### src/rank_bucket_histogram_defines.svh
// rank_bucket_histogram_defines.svh: assertion macros for the histogram block.
// Depends on nothing; taken in by the top level.
`ifndef RANK_BUCKET_HISTOGRAM_DEFINES_SVH
`define RANK_BUCKET_HISTOGRAM_DEFINES_SVH

// Same-cycle implication, checked out of reset
`define RBH_ASSERT_NOW(label, clk, rst_n, ante, cons, msg) \
    label: assert property (@(posedge clk) disable iff (!rst_n) (ante) |-> (cons)) \
        else $error(msg);

// Next-cycle implication, checked out of reset
`define RBH_ASSERT_NEXT(label, clk, rst_n, ante, cons, msg) \
    label: assert property (@(posedge clk) disable iff (!rst_n) (ante) |=> (cons)) \
        else $error(msg);

`endif

### src/rbh_pkg.sv
// rbh_pkg: shared constants, types and register codes of the rank histogram.
// No dependencies; used by every module of the block.
package rbh_pkg;

    // Field widths
    localparam int RANK_W  = 21;
    localparam int WIDTH_W = 17;
    localparam int COUNT_W = 21;
    localparam int TOTAL_W = 32;
    localparam int BINNO_W = 6;

    // Default bin count and its upper bound
    localparam int BINS_DEF = 64;

    // Divider: numerator holds item_count + width - 1, quotient clamps at 64
    localparam int NUM_W  = 22;
    localparam int DEN_W  = WIDTH_W;
    localparam int QW     = 7;
    localparam int STEP_W = 3;

    // Register reset values
    localparam logic [WIDTH_W-1:0] BUCKET_WIDTH_RST = 17'd512;
    localparam logic [COUNT_W-1:0] ITEM_COUNT_RST   = 21'd32768;

    // Counter saturation value
    localparam logic [TOTAL_W-1:0] CNT_MAX = '1;

    // Configuration register index (paddr[2])
    localparam logic REG_BUCKET_WIDTH = 1'b0;
    localparam logic REG_ITEM_COUNT   = 1'b1;

    // Sequencer states
    typedef enum logic [2:0] {
        S_IDLE,
        S_DIV,
        S_READ,
        S_UPD,
        S_DUMP
    } t_state;

endpackage

### src/rbh_div.sv
// rbh_div: iterative restoring divider, one quotient bit per cycle, quotient
// clamped at 2**(QW-1). Depends on rbh_pkg.
module rbh_div (
    input  logic                         i_clk,
    input  logic                         i_rst_n,
    input  logic                         i_start,
    input  logic [rbh_pkg::NUM_W-1:0]    i_num,
    input  logic [rbh_pkg::DEN_W-1:0]    i_den,
    output logic                         o_done,
    output logic [rbh_pkg::QW-1:0]       o_quot
);

    localparam int SH_W = rbh_pkg::DEN_W + rbh_pkg::QW - 1;
    localparam logic [rbh_pkg::STEP_W-1:0] STEP_TOP = rbh_pkg::STEP_W'(rbh_pkg::QW - 1);

    logic [rbh_pkg::NUM_W-1:0]  r_rem;
    logic [SH_W-1:0]            r_dsh;
    logic [rbh_pkg::STEP_W-1:0] r_step;
    logic [rbh_pkg::QW-1:0]     r_q;
    logic                       r_busy;
    logic                       r_done;
    logic                       ge;

    // trial subtract of the shifted divisor
    assign ge = (SH_W'(r_rem) >= r_dsh);

    // control: busy and done pulse
    always_ff @(posedge i_clk) begin
        if (!i_rst_n) begin
            r_busy <= 1'b0;
            r_done <= 1'b0;
        end else begin
            r_done <= r_busy && (r_step == '0);
            if (i_start) begin
                r_busy <= 1'b1;
            end else if (r_busy && (r_step == '0)) begin
                r_busy <= 1'b0;
            end
        end
    end

    // datapath: top step flags a quotient at or over the clamp
    always_ff @(posedge i_clk) begin
        if (i_start) begin
            r_rem  <= i_num;
            r_dsh  <= {i_den, {(rbh_pkg::QW-1){1'b0}}};
            r_step <= STEP_TOP;
            r_q    <= '0;
        end else if (r_busy) begin
            if (ge) begin
                r_rem       <= r_rem - rbh_pkg::NUM_W'(r_dsh);
                r_q[r_step] <= 1'b1;
            end
            r_dsh  <= r_dsh >> 1;
            r_step <= r_step - 1'b1;
        end
    end

    assign o_done = r_done;
    assign o_quot = r_q[rbh_pkg::QW-1]
                  ? {1'b1, {(rbh_pkg::QW-1){1'b0}}}
                  : {1'b0, r_q[rbh_pkg::QW-2:0]};

endmodule

### src/rbh_ram.sv
// rbh_ram: bin counter memory, one read and one write port, registered read,
// per-entry valid bits so entries read as zero after reset. Depends on rbh_pkg.
module rbh_ram #(
    parameter int DEPTH = rbh_pkg::BINS_DEF,
    parameter int AW    = 6
) (
    input  logic                          i_clk,
    input  logic                          i_rst_n,
    input  logic                          i_rd_en,
    input  logic [AW-1:0]                 i_rd_addr,
    output logic [rbh_pkg::TOTAL_W-1:0]   o_rd_data,
    input  logic                          i_wr_en,
    input  logic [AW-1:0]                 i_wr_addr,
    input  logic [rbh_pkg::TOTAL_W-1:0]   i_wr_data
);

    logic [rbh_pkg::TOTAL_W-1:0] mem [DEPTH];
    logic [DEPTH-1:0]            r_vld;
    logic [rbh_pkg::TOTAL_W-1:0] r_rd_data;

    // storage and registered read (old data on same-address write)
    always_ff @(posedge i_clk) begin
        if (i_wr_en) begin
            mem[i_wr_addr] <= i_wr_data;
        end
        if (i_rd_en) begin
            r_rd_data <= r_vld[i_rd_addr] ? mem[i_rd_addr] : '0;
        end
    end

    // valid bits: cleared by reset, set on first write
    always_ff @(posedge i_clk) begin
        if (!i_rst_n) begin
            r_vld <= '0;
        end else if (i_wr_en) begin
            r_vld[i_wr_addr] <= 1'b1;
        end
    end

    assign o_rd_data = r_rd_data;

endmodule

### src/rank_bucket_histogram.sv
// rank_bucket_histogram: an item is accepted when start is high and busy is low.
// A rank holds busy through the divide, a read and a write-back; no new item is taken until busy drops.
// An end-of-query item adds a sweep that clears every counter and reports the active bins;
// the bins appear on the ports in order from bin 0, one bin per cycle.
// Synchronous active-low reset: counters read zero, registers take their defaults.
// Results cannot be stalled; the last bin can fall in the first cycle after busy drops.
`include "rank_bucket_histogram_defines.svh"

module rank_bucket_histogram #(
    parameter int BINS = rbh_pkg::BINS_DEF
) (
    input  logic                          i_clk,
    input  logic                          i_rst_n,
    // item channel
    input  logic                          start,
    output logic                          busy,
    input  logic [rbh_pkg::RANK_W-1:0]    i_rank,
    input  logic                          i_end_of_query,
    // result channel
    output logic                          o_bin_valid,
    output logic [rbh_pkg::TOTAL_W-1:0]   o_bin_total,
    output logic [rbh_pkg::BINNO_W-1:0]   o_bin_number,
    output logic                          o_last_bin,
    // configuration port
    input  logic                          psel,
    input  logic                          penable,
    input  logic                          pwrite,
    input  logic [2:0]                    paddr,
    input  logic [31:0]                   pwdata,
    output logic [31:0]                   prdata,
    output logic                          pready
);

    localparam int AW = (BINS > 1) ? $clog2(BINS) : 1;
    localparam logic [rbh_pkg::QW-1:0] NB_MAX = rbh_pkg::QW'(BINS);
    localparam logic [AW-1:0] PTR_LAST = AW'(BINS - 1);

    // configuration registers
    logic [rbh_pkg::WIDTH_W-1:0] r_bucket_width;
    logic [rbh_pkg::COUNT_W-1:0] r_item_count;
    logic                        cfg_wr;

    assign pready = 1'b1;
    assign cfg_wr = psel && penable && pwrite && pready;

    always_ff @(posedge i_clk) begin
        if (!i_rst_n) begin
            r_bucket_width <= rbh_pkg::BUCKET_WIDTH_RST;
            r_item_count   <= rbh_pkg::ITEM_COUNT_RST;
        end else if (cfg_wr) begin
            unique case (paddr[2])
                rbh_pkg::REG_BUCKET_WIDTH: r_bucket_width <= pwdata[rbh_pkg::WIDTH_W-1:0];
                rbh_pkg::REG_ITEM_COUNT:   r_item_count   <= pwdata[rbh_pkg::COUNT_W-1:0];
                default: ;
            endcase
        end
    end

    always_comb begin
        unique case (paddr[2])
            rbh_pkg::REG_BUCKET_WIDTH: prdata = 32'(r_bucket_width);
            rbh_pkg::REG_ITEM_COUNT:   prdata = 32'(r_item_count);
            default:                   prdata = '0;
        endcase
    end

    // sequencer registers
    rbh_pkg::t_state            r_state, n_state;
    logic                       r_rank_le1, n_rank_le1;
    logic                       r_eoq, n_eoq;
    logic [AW-1:0]              r_bin, n_bin;
    logic [rbh_pkg::QW-1:0]     r_nbins, n_nbins;
    logic [AW-1:0]              r_ptr, n_ptr;
    logic                       r_rep_vld, n_rep_vld;
    logic                       r_rep_last, n_rep_last;
    logic [rbh_pkg::BINNO_W-1:0] r_rep_num, n_rep_num;

    logic                       accept;
    logic [rbh_pkg::DEN_W-1:0]  eff_w;
    logic [rbh_pkg::NUM_W-1:0]  num_n;
    logic [rbh_pkg::NUM_W-1:0]  num_b;
    logic                       div_n_done;
    logic                       div_b_done;
    logic [rbh_pkg::QW-1:0]     quot_n;
    logic [rbh_pkg::QW-1:0]     quot_b;
    logic [rbh_pkg::QW-1:0]     nb;
    logic [rbh_pkg::QW-1:0]     bin_raw;

    logic                        rd_en;
    logic [AW-1:0]               rd_addr;
    logic [rbh_pkg::TOTAL_W-1:0] rd_data;
    logic                        wr_en;
    logic [AW-1:0]               wr_addr;
    logic [rbh_pkg::TOTAL_W-1:0] wr_data;

    assign busy   = (r_state != rbh_pkg::S_IDLE);
    assign accept = start && !busy;

    // divider operands: ceil(item_count / width) and (rank - 1) / width
    assign eff_w = (r_bucket_width == '0) ? rbh_pkg::DEN_W'(1) : r_bucket_width;
    assign num_n = rbh_pkg::NUM_W'(r_item_count) + rbh_pkg::NUM_W'(eff_w)
                 - rbh_pkg::NUM_W'(1);
    assign num_b = (i_rank <= rbh_pkg::RANK_W'(1))
                 ? '0 : rbh_pkg::NUM_W'(i_rank) - rbh_pkg::NUM_W'(1);

    rbh_div u_div_nbins (
        .i_clk   (i_clk),
        .i_rst_n (i_rst_n),
        .i_start (accept),
        .i_num   (num_n),
        .i_den   (eff_w),
        .o_done  (div_n_done),
        .o_quot  (quot_n)
    );

    rbh_div u_div_bin (
        .i_clk   (i_clk),
        .i_rst_n (i_rst_n),
        .i_start (accept),
        .i_num   (num_b),
        .i_den   (eff_w),
        .o_done  (div_b_done),
        .o_quot  (quot_b)
    );

    rbh_ram #(
        .DEPTH (BINS),
        .AW    (AW)
    ) u_ram (
        .i_clk     (i_clk),
        .i_rst_n   (i_rst_n),
        .i_rd_en   (rd_en),
        .i_rd_addr (rd_addr),
        .o_rd_data (rd_data),
        .i_wr_en   (wr_en),
        .i_wr_addr (wr_addr),
        .i_wr_data (wr_data)
    );

    // active bin count and clamped bin index
    always_comb begin
        nb = (quot_n == '0) ? rbh_pkg::QW'(1) : quot_n;
        if (nb > NB_MAX) begin
            nb = NB_MAX;
        end
        bin_raw = r_rank_le1 ? '0 : quot_b + rbh_pkg::QW'(1);
        if (bin_raw >= nb) begin
            bin_raw = nb - rbh_pkg::QW'(1);
        end
    end

    // state register
    always_ff @(posedge i_clk) begin
        if (!i_rst_n) begin
            r_state   <= rbh_pkg::S_IDLE;
            r_rep_vld <= 1'b0;
        end else begin
            r_state   <= n_state;
            r_rep_vld <= n_rep_vld;
        end
    end

    always_ff @(posedge i_clk) begin
        r_rank_le1 <= n_rank_le1;
        r_eoq      <= n_eoq;
        r_bin      <= n_bin;
        r_nbins    <= n_nbins;
        r_ptr      <= n_ptr;
        r_rep_last <= n_rep_last;
        r_rep_num  <= n_rep_num;
    end

    // next state, memory control and report tags
    always_comb begin
        n_state    = r_state;
        n_rank_le1 = r_rank_le1;
        n_eoq      = r_eoq;
        n_bin      = r_bin;
        n_nbins    = r_nbins;
        n_ptr      = r_ptr;
        n_rep_vld  = 1'b0;
        n_rep_last = 1'b0;
        n_rep_num  = r_rep_num;
        rd_en      = 1'b0;
        rd_addr    = r_bin;
        wr_en      = 1'b0;
        wr_addr    = r_bin;
        wr_data    = (rd_data == rbh_pkg::CNT_MAX) ? rd_data
                   : rd_data + rbh_pkg::TOTAL_W'(1);
        unique case (r_state)
            rbh_pkg::S_IDLE: begin
                if (accept) begin
                    n_rank_le1 = (i_rank <= rbh_pkg::RANK_W'(1));
                    n_eoq      = i_end_of_query;
                    n_state    = rbh_pkg::S_DIV;
                end
            end
            rbh_pkg::S_DIV: begin
                if (div_n_done) begin
                    n_nbins = nb;
                    n_bin   = AW'(bin_raw);
                    n_state = rbh_pkg::S_READ;
                end
            end
            rbh_pkg::S_READ: begin
                rd_en   = 1'b1;
                n_state = rbh_pkg::S_UPD;
            end
            rbh_pkg::S_UPD: begin
                wr_en = 1'b1;
                n_ptr = '0;
                n_state = r_eoq ? rbh_pkg::S_DUMP : rbh_pkg::S_IDLE;
            end
            rbh_pkg::S_DUMP: begin
                // read out and zero one entry a cycle
                rd_en      = 1'b1;
                rd_addr    = r_ptr;
                wr_en      = 1'b1;
                wr_addr    = r_ptr;
                wr_data    = '0;
                n_rep_vld  = (rbh_pkg::QW'(r_ptr) < r_nbins);
                n_rep_last = (rbh_pkg::QW'(r_ptr) + rbh_pkg::QW'(1) == r_nbins);
                n_rep_num  = rbh_pkg::BINNO_W'(r_ptr);
                n_ptr      = r_ptr + AW'(1);
                if (r_ptr == PTR_LAST) begin
                    n_state = rbh_pkg::S_IDLE;
                end
            end
            default: n_state = rbh_pkg::S_IDLE;
        endcase
    end

    assign o_bin_valid  = r_rep_vld;
    assign o_bin_total  = rd_data;
    assign o_bin_number = r_rep_num;
    assign o_last_bin   = r_rep_vld && r_rep_last;

    // checks
    `RBH_ASSERT_NOW(a_div_in_step, i_clk, i_rst_n, div_n_done, div_b_done, "divider units out of step")
    `RBH_ASSERT_NEXT(a_accept_busy, i_clk, i_rst_n, accept, busy, "accepted item did not raise busy")
    `RBH_ASSERT_NEXT(a_last_ends, i_clk, i_rst_n, o_last_bin, !o_bin_valid, "result after last bin")
    `RBH_ASSERT_NOW(a_rep_in_sweep, i_clk, i_rst_n, o_bin_valid && !o_last_bin, busy, "report outside sweep")

endmodule
### config.mk
export PLATFORM = sky130hd
export DESIGN_NAME = rank_bucket_histogram
export DESIGN_NICKNAME = d
export VERILOG_FILES = /design/src/rbh_pkg.sv /design/src/rbh_div.sv /design/src/rbh_ram.sv /design/src/rank_bucket_histogram.sv
export VERILOG_INCLUDE_DIRS = /design/src /design/src/src
export SDC_FILE = /design/constraint.sdc
export NUM_CORES = 2
export LEC_CHECK = 0
export ABC_AREA = 1
export ABC_CLOCK_PERIOD_IN_PS = 5690
export BUFFER_PORTS_ARGS = -buffer_cell sky130_fd_sc_hd__buf_4
export CAP_MARGIN = 40
export CORE_ASPECT_RATIO = 1.4
export CORE_MARGIN = 4
export CORE_UTILIZATION = 50
export DETAILED_ROUTE_END_ITERATION = 12
export PLACE_DENSITY = 0.66
export SETUP_SLACK_MARGIN = 0.3
export SLEW_MARGIN = 40
export SYNTH_ARGS = -nofsm -noshare
export SYNTH_HDL_FRONTEND = slang
export SYNTH_SLANG_ARGS = --single-unit
### constraint.sdc
create_clock -name i_clk -period 5.69 [get_ports i_clk]
set_clock_uncertainty 0.15 [all_clocks]
set_input_delay 0.569 -clock i_clk [delete_from_list [all_inputs] [get_ports i_clk]]
set_output_delay 0.569 -clock i_clk [all_outputs]
set_load 0.01 [all_outputs]
Word level (Yosys, flattened, before mapping)
Memories as Yosys holds them, arrays and structs flattened. A register that Yosys moved wholly into a read port is not among the register bits.
Index checks and enable logic that the tools add are counted.
{ "word_totals": {"regBits": 247, "ram_bits": 2048, "inputBits": 63, "out_inout_bits": 74, "word_cells": 144, "mem_count": 1} }
{ "op_classes": {"add_sub_neg": 12, "magnitude_cmp": 12, "n_eq_ne": 10, "mux": 44, "bitwise_logic": 4, "n_reduce_logical": 36} }
{ "mem_list": {"columns": ["memory", "depth", "word_bits", "read_ports", "rd_ports_with_merged_regs", "wr", "line_no", "text"], "rows": [
  ["u_ram.mem", 64, 32, 1, 1, 1, "rbh_ram.sv:17", "logic [rbh_pkg::TOTAL_W-1:0] mem [DEPTH];"]
]} }
{ "op_table": {"columns": ["op", "n"], "rows": [
  ["22-bit 2-to-1 mux", 7],
  ["23-bit 2-to-1 mux", 4],
  ["32-bit 2-to-1 mux", 2],
  ["64-bit bitwise OR", 1],
  ["32-bit one-hot mux with 2 select lines", 1],
  ["22-bit by 23-bit greater-or-equal comparator with 1-bit output", 2],
  ["22-bit subtractor", 2],
  ["7-bit 2-to-1 mux", 5],
  ["32-bit by 1-bit adder with 32-bit output, second input constant", 1],
  ["32-bit == test, second input constant", 1],
  ["21-bit by 17-bit adder with 22-bit output", 1],
  ["21-bit by 1-bit subtractor with 22-bit output, second input constant", 1],
  ["22-bit by 1-bit subtractor with 22-bit output, second input constant", 1],
  ["21-bit by 1-bit less-or-equal comparator with 1-bit output, second input constant", 1],
  ["2-bit AND reduction", 9],
  ["17-bit logical NOT", 1],
  ["17-bit 2-to-1 mux", 1],
  ["3-bit one-hot mux with 5 select lines", 1],
  ["7-bit bitwise OR", 2],
  ["2-bit nonzero test", 7],
  ["1-bit 2-to-1 mux", 12],
  ["3-bit 2-to-1 mux", 4],
  ["6-bit 2-to-1 mux", 2],
  ["6-bit one-hot mux with 2 select lines", 1],
  ["30 further kinds", 48]
]} }

Depth between registers and ports, before layout
{ "logic_depth": {"word_depth": 7, "mapped_depth": 18, "ltp_nobuf": 18} }

Modules after synthesis
Synthesis repeated with hierarchy kept, for this count alone.
{ "unflattened": {"hier_cells": 9283, "area_unflattened_um2": 100383.8} }
{ "modules_own_cells": {"columns": ["module", "instances", "cells_each", "area_each_um2", "seq_area_each_um2"], "rows": [
  ["rbh_ram", 1, 7115, 85724.7, 63741.1],
  ["rank_bucket_histogram", 1, 1162, 7160.6, 1671.6],
  ["rbh_div (u_div_nbins)", 1, 506, 3782.4, 1531.5],
  ["rbh_div (u_div_bin)", 1, 500, 3716.1, 1531.5]
]} }

Least setup slack after synthesis
No wires, ideal clock.
{ "synth_path": {"path_type": "reg-to-reg", "start": "reg u_ram.r_rd_data (netlist bit u_ram.o_rd_data[0]), read port of u_ram.mem", "end": "mem u_ram.mem[0][11] (netlist name) (data pin)", "setup_ns": 0.721, "t_arrival_ns": 4.062, "t_required_ns": 4.819, "path_slack_ns": 0.757, "stages_incl_launch_ff": 10, "path_buffers": 0, "period_less_slack_ns": 4.933, "cell_sequence": "edfxtp_1 ha_1 nand3_1 inv_1 nand3_1 nor2_1 nand3_1 nand2_1 inv_1 a211oi_1"} }
{ "synth_between": {"elab_chain_len": 3, "word_cells_on_any_way": 4, "classes_between": "add/sub (1); eq/ne (1); mux (2)"} }
{ "synth_lines": {"columns": ["element", "line_no", "text"], "rows": [
  ["from (decl)", "rbh_ram.sv:19", "logic [rbh_pkg::TOTAL_W-1:0] r_rd_data;"],
  ["32-bit by 1-bit adder with 32-bit output / 32-bit == test (equally long branches)", "rank_bucket_histogram.sv:189, rank_bucket_histogram.sv:188", null],
  ["32-bit 2-to-1 mux *", "rank_bucket_histogram.sv:188", "wr_data = (rd_data == rbh_pkg::CNT_MAX) ? rd_data"],
  ["32-bit 2-to-1 mux *", "rank_bucket_histogram.sv:190", "unique case (r_state)"],
  ["named net u_ram.i_wr_data, one bit", "rbh_ram.sv:14", "input logic [rbh_pkg::TOTAL_W-1:0] i_wr_data"],
  ["to (decl)", "rbh_ram.sv:17", null]
]} }
The timed path passes the listed nets; every way through them passes the cells marked *.

Worst setup path in the final report
{ "layout_path": {"start": "reg r_state[1]", "end": "reg u_ram.r_rd_data (netlist bit u_ram.o_rd_data[25]), read port of u_ram.mem (data pin)"} }
{ "layout_between": {"elab_chain_len": 5, "word_cells_on_any_way": 8, "classes_between": "eq/ne (2); mux (4); reduce/logical (2)"} }
{ "layout_lines": {"columns": ["element", "line_no", "text"], "rows": [
  ["from (decl)", "rank_bucket_histogram.sv:68", "rbh_pkg::t_state r_state, n_state;"],
  ["from (signal assigned)", "rank_bucket_histogram.sv:155", "r_state <= rbh_pkg::S_IDLE;"],
  ["from (signal assigned)", "rank_bucket_histogram.sv:158", "r_state <= n_state;"],
  ["3-bit == test", "rank_bucket_histogram.sv:190", null],
  ["6-bit 2-to-1 mux", "rank_bucket_histogram.sv:190", null],
  ["1-bit binary-select mux with 6-bit select", "rbh_ram.sv:27", "r_rd_data <= r_vld[i_rd_addr] ? mem[i_rd_addr] : '0;"],
  ["1-bit 2-to-1 mux (implied by the code)", "rbh_ram.sv:27", null],
  ["1-bit logical NOT (no line)", null, null]
]} }
Parallel ways exist; a longest one is shown, timed or not. The select of a mux whose other input is x is not followed.
A chain may end at the register's enable or synchronous reset.

==> reports/results.tsv <==
metric	value	unit
antenna_found_initial	6	
placed_cells	13580	
ctsHoldBuffers	52	
grt_usage	0.2642	
syn_avg_cell_area	9.685	um^2
setup_tns	0	ns
synthMuxAreaShare	0.00009512	
cp_data_arrival_time	4.89	ns
power.density	311.2	nW/um^2
yosys.area_share.adder	0.01294	
path_max_fanout	73	
grt_pass1_vias	70580	
max_slew.worst_pin.slew	0.8860	ns
r2r_end	u_ram.o_rd_data[25]	
clk_latency	0.88	ns
synth_top_family_by_area	simple AND/OR/NAND/NOR gates	
viasPerCell	5.243	
rr_startpoint	r_state[1]	
synthToLayoutAreaGrowth	12.38	%
hold_class	input pin to flop	
cap_violations	0	
synthArstFlopShare	0	
die_area	218000	um^2
cp.required	6.14	ns
synthesis.area	105200	um^2
cts_buffer_depth	4	
grt.overflow.total	0	
synth.yosys.seq_area_share	0.6505	
min_path_cells	3	
h-tree-depth	4	
start_util	0.5019	
synthXorXnorAreaFrac	0.003829	
yosysUniqueCellTypes	53	
hold_viol	0	
postRouteAntennaNets	0	
rows	199	
reg2reg_depth	15	
chipHeight	550.8	um
crit_chain	nor2_4, nand2_4, nand2_1, nand2_8, buf_4, buf_4, nand2_1, nand3_1, nand4_1, nand2_1, nand2_1, nor2_1, nand2_2, nand2_1, inv_1	
num_vias	73570	
port_buffers	111	
grt_pass1_wl	430900	um
vdd_ir_drop_max	0.2281	mV
critical_path_class	flop to flop	
wirelength	294200	um
fp.dieW	395.7	um
outcome	finished, final reports clean	
clk_pin_slew	0.06	ns
ys_ff_latch	2327	
slowest_stage	nand2_8	
cts_resized	0	
cts_setup_buffers	0	
drtIter0Drc	7260	
finalPower	36.80	mW
hold_ws	0.05199	ns
cpMostUsedCell	nand2_1	
worstHoldEndpoint	u_div_bin.r_rem[2]	
worst_slack	1.253	ns
instances_no_fill	14030	
synth_flop_cell	edfxtp_1	
syn_inst	10870	
leakagePower	51.77	nW
hp-start	i_rank[2]	
r2r_slack	1.25	ns
rsz0062_at_grt	no	
cts_root_buf	clkbuf_16	
fin_nets	11210	
critPathBufInv	3	
gp_congestion	0.9768	
start_kind	flop	
ios	137	
max_slew_margin	0.4093	
synth_edf_count	2185	
cts_buffers	219	
max_clock_freq	0.2254	GHz
period_minus_slack	4.437	ns
ys_warn_count	0	
cp_top_family	simple AND/OR/NAND/NOR gates	
hpwlAfterDp	181200	um
clock-sinks	2327	
end_kind	flop	
dp_worst_setup_slack	1.111	ns
synth_simple_gate_area_share	0.1900	
grt_max_degree	161	
synth_compound_area_frac	0.03417	
drt-wirelength-per-cell	20.97	um
max_stage_delay	0.59	ns
core	209600	um^2
setup_violations	0	
layout-drive-gt1-share	0.07091	
finalCritPeriodShare	0.7797	
dr.pass1.iters	8	
cts_tree	yes	
drv_slew	0	
drcViolationCount	0	
cell usage in the layout (no fill, tap or decap), types with 7 or more instances in the layout:
| cell type | instances |
|---|---|
| bufinv_16 | 25 |
| o21bai_1 | 8 |
| o21ai_1 | 84 |
| inv_1 | 2443 |
| nor3_1 | 41 |
| a21boi_0 | 7 |
| a21o_1 | 10 |
| ha_1 | 104 |
| nand3_1 | 1114 |
| a21oi_4 | 9 |
| clkbuf_16 | 222 |
| nand4_1 | 133 |
| edfxtp_1 | 2185 |
| o21ai_0 | 268 |
| inv_4 | 7 |
| buf_16 | 9 |
| nor2_4 | 72 |
| xor2_1 | 30 |
| nand2_1 | 3049 |
| clkinv_2 | 34 |
| nor4_1 | 11 |
| clkinvlp_4 | 10 |
| o31ai_1 | 32 |
| nor3_4 | 8 |
| conb_1 | 12 |
| inv_6 | 7 |
| clkinv_1 | 27 |
| clkbuf_1 | 52 |
| buf_12 | 29 |
| buf_4 | 287 |
| xnor2_1 | 16 |
| o211ai_1 | 38 |
| dlygate4sd3_1 | 52 |
| a31oi_1 | 8 |
| buf_8 | 12 |
| inv_2 | 22 |
| dfxtp_1 | 142 |
| nor2_1 | 357 |
| o22ai_1 | 7 |
| a21oi_1 | 159 |
Yosys cell counts, types with 6 or more instances:
master	instances	area share
xnor2_1	16	0.0013
nor3_2	8	0.00076
nor3_1	43	0.0020
inv_2	7	0.00025
o211ai_1	38	0.0027
a21o_1	10	0.00071
inv_1	2467	0.088
nor2_1	428	0.015
a21boi_0	7	0.00050
a21oi_1	168	0.0080
buf_4	15	0.0011
xor2_1	30	0.0025
nand4_1	133	0.0079
buf_2	299	0.014
o22ai_1	7	0.00042
nand3_1	1114	0.053
buf_1	19	0.00068
or2_2	6	0.00036
o31ai_1	32	0.0023
nand2_1	3052	0.11
clkbuf_1	112	0.0040
o21bai_1	8	0.00057
edfxtp_1	2185	0.62
o21ai_1	84	0.0040
ha_1	104	0.012
dfxtp_1	142	0.027
a31oi_1	8	0.00048
o21ai_0	268	0.013
nor4_1	11	0.00065
cell type report:
type	instances	area, um^2
antenna	5	12.51
clock buffer	280	5833
clock inverter	110	1246
fill	17390	91390
inverter	2474	9305
multi-input combinational	5628	26160
sequential	2327	68460
tap	2814	3521
timing repair buffer	393	3729
state kept, by name, indices dropped and copies added, names as in the netlist, 3 cells and up:
signal	cells
o_bin_number	6
r_bin	6
r_bucket_width	17
r_item_count	21
r_nbins	7
r_ptr	6
r_state	3
u_div_bin.r_dsh	23
u_div_bin.r_q	7
u_div_bin.r_rem	22
u_div_bin.r_step	3
u_div_nbins.r_dsh	23
u_div_nbins.r_q	7
u_div_nbins.r_rem	22
u_div_nbins.r_step	3
u_ram.mem	2048
u_ram.o_rd_data	32
u_ram.r_vld	64
logic make-up after synthesis:
group | count (synthesis)
flip-flops | 2327
adder cells (fa/ha/maj) | 107
multiplexers | 1
AO/OA/AOI/OAI | 651
other | 2
buffers and inverters | 2920
XOR/XNOR | 46
AND/OR/NAND/NOR | 4811
worst max path at each step:
| stage | cells after the start | start | end |
|---|---|---|---|
| after floorplan | 9 | u_ram.o_rd_data[0] | u_ram.mem[0][11] |
| after global placement | 7 | r_state[2] | u_ram.mem[11][22] |
| after detailed placement | 7 | r_state[2] | u_ram.mem[37][21] |
| after CTS | 7 | r_state[2] | u_ram.mem[37][25] |
| after global routing | 15 | r_state[1] | u_ram.o_rd_data[2] |
| final | 15 | r_state[1] | u_ram.o_rd_data[25] |
report_power, final:
group | switching [mW] | total (mW) | internal (mW)
sequential | 0.131 | 19.1 | 19.0
combinational | 2.08 | 2.98 | 0.894
clock | 6.31 | 14.7 | 8.37
stage by stage:
step           instance area [um^2]  utilization
6_report                     118300       0.5641
3_3_place_gp                 110100       0.5253
5_1_grt                      118200       0.5640
4_1_cts                      118200       0.5637
2_1_floorplan                105300            -
3_5_place_dp                 110600       0.5274
worst min-delay path: stages:
cell and delay [ns]:
buf_4 0.10, xnor2_1 0.12, o32ai_1 0.14
layer usage:
metal	global-route usage	up-vias	wire (um)
met5	0	-	12
met4	0.1750	2	22260
met3	0.03136	711	21730
met2	0.4574	2902	143600
met1	0.3112	35070	106600
li1	-	34880	-
Power figures use the tool's default switching activity.
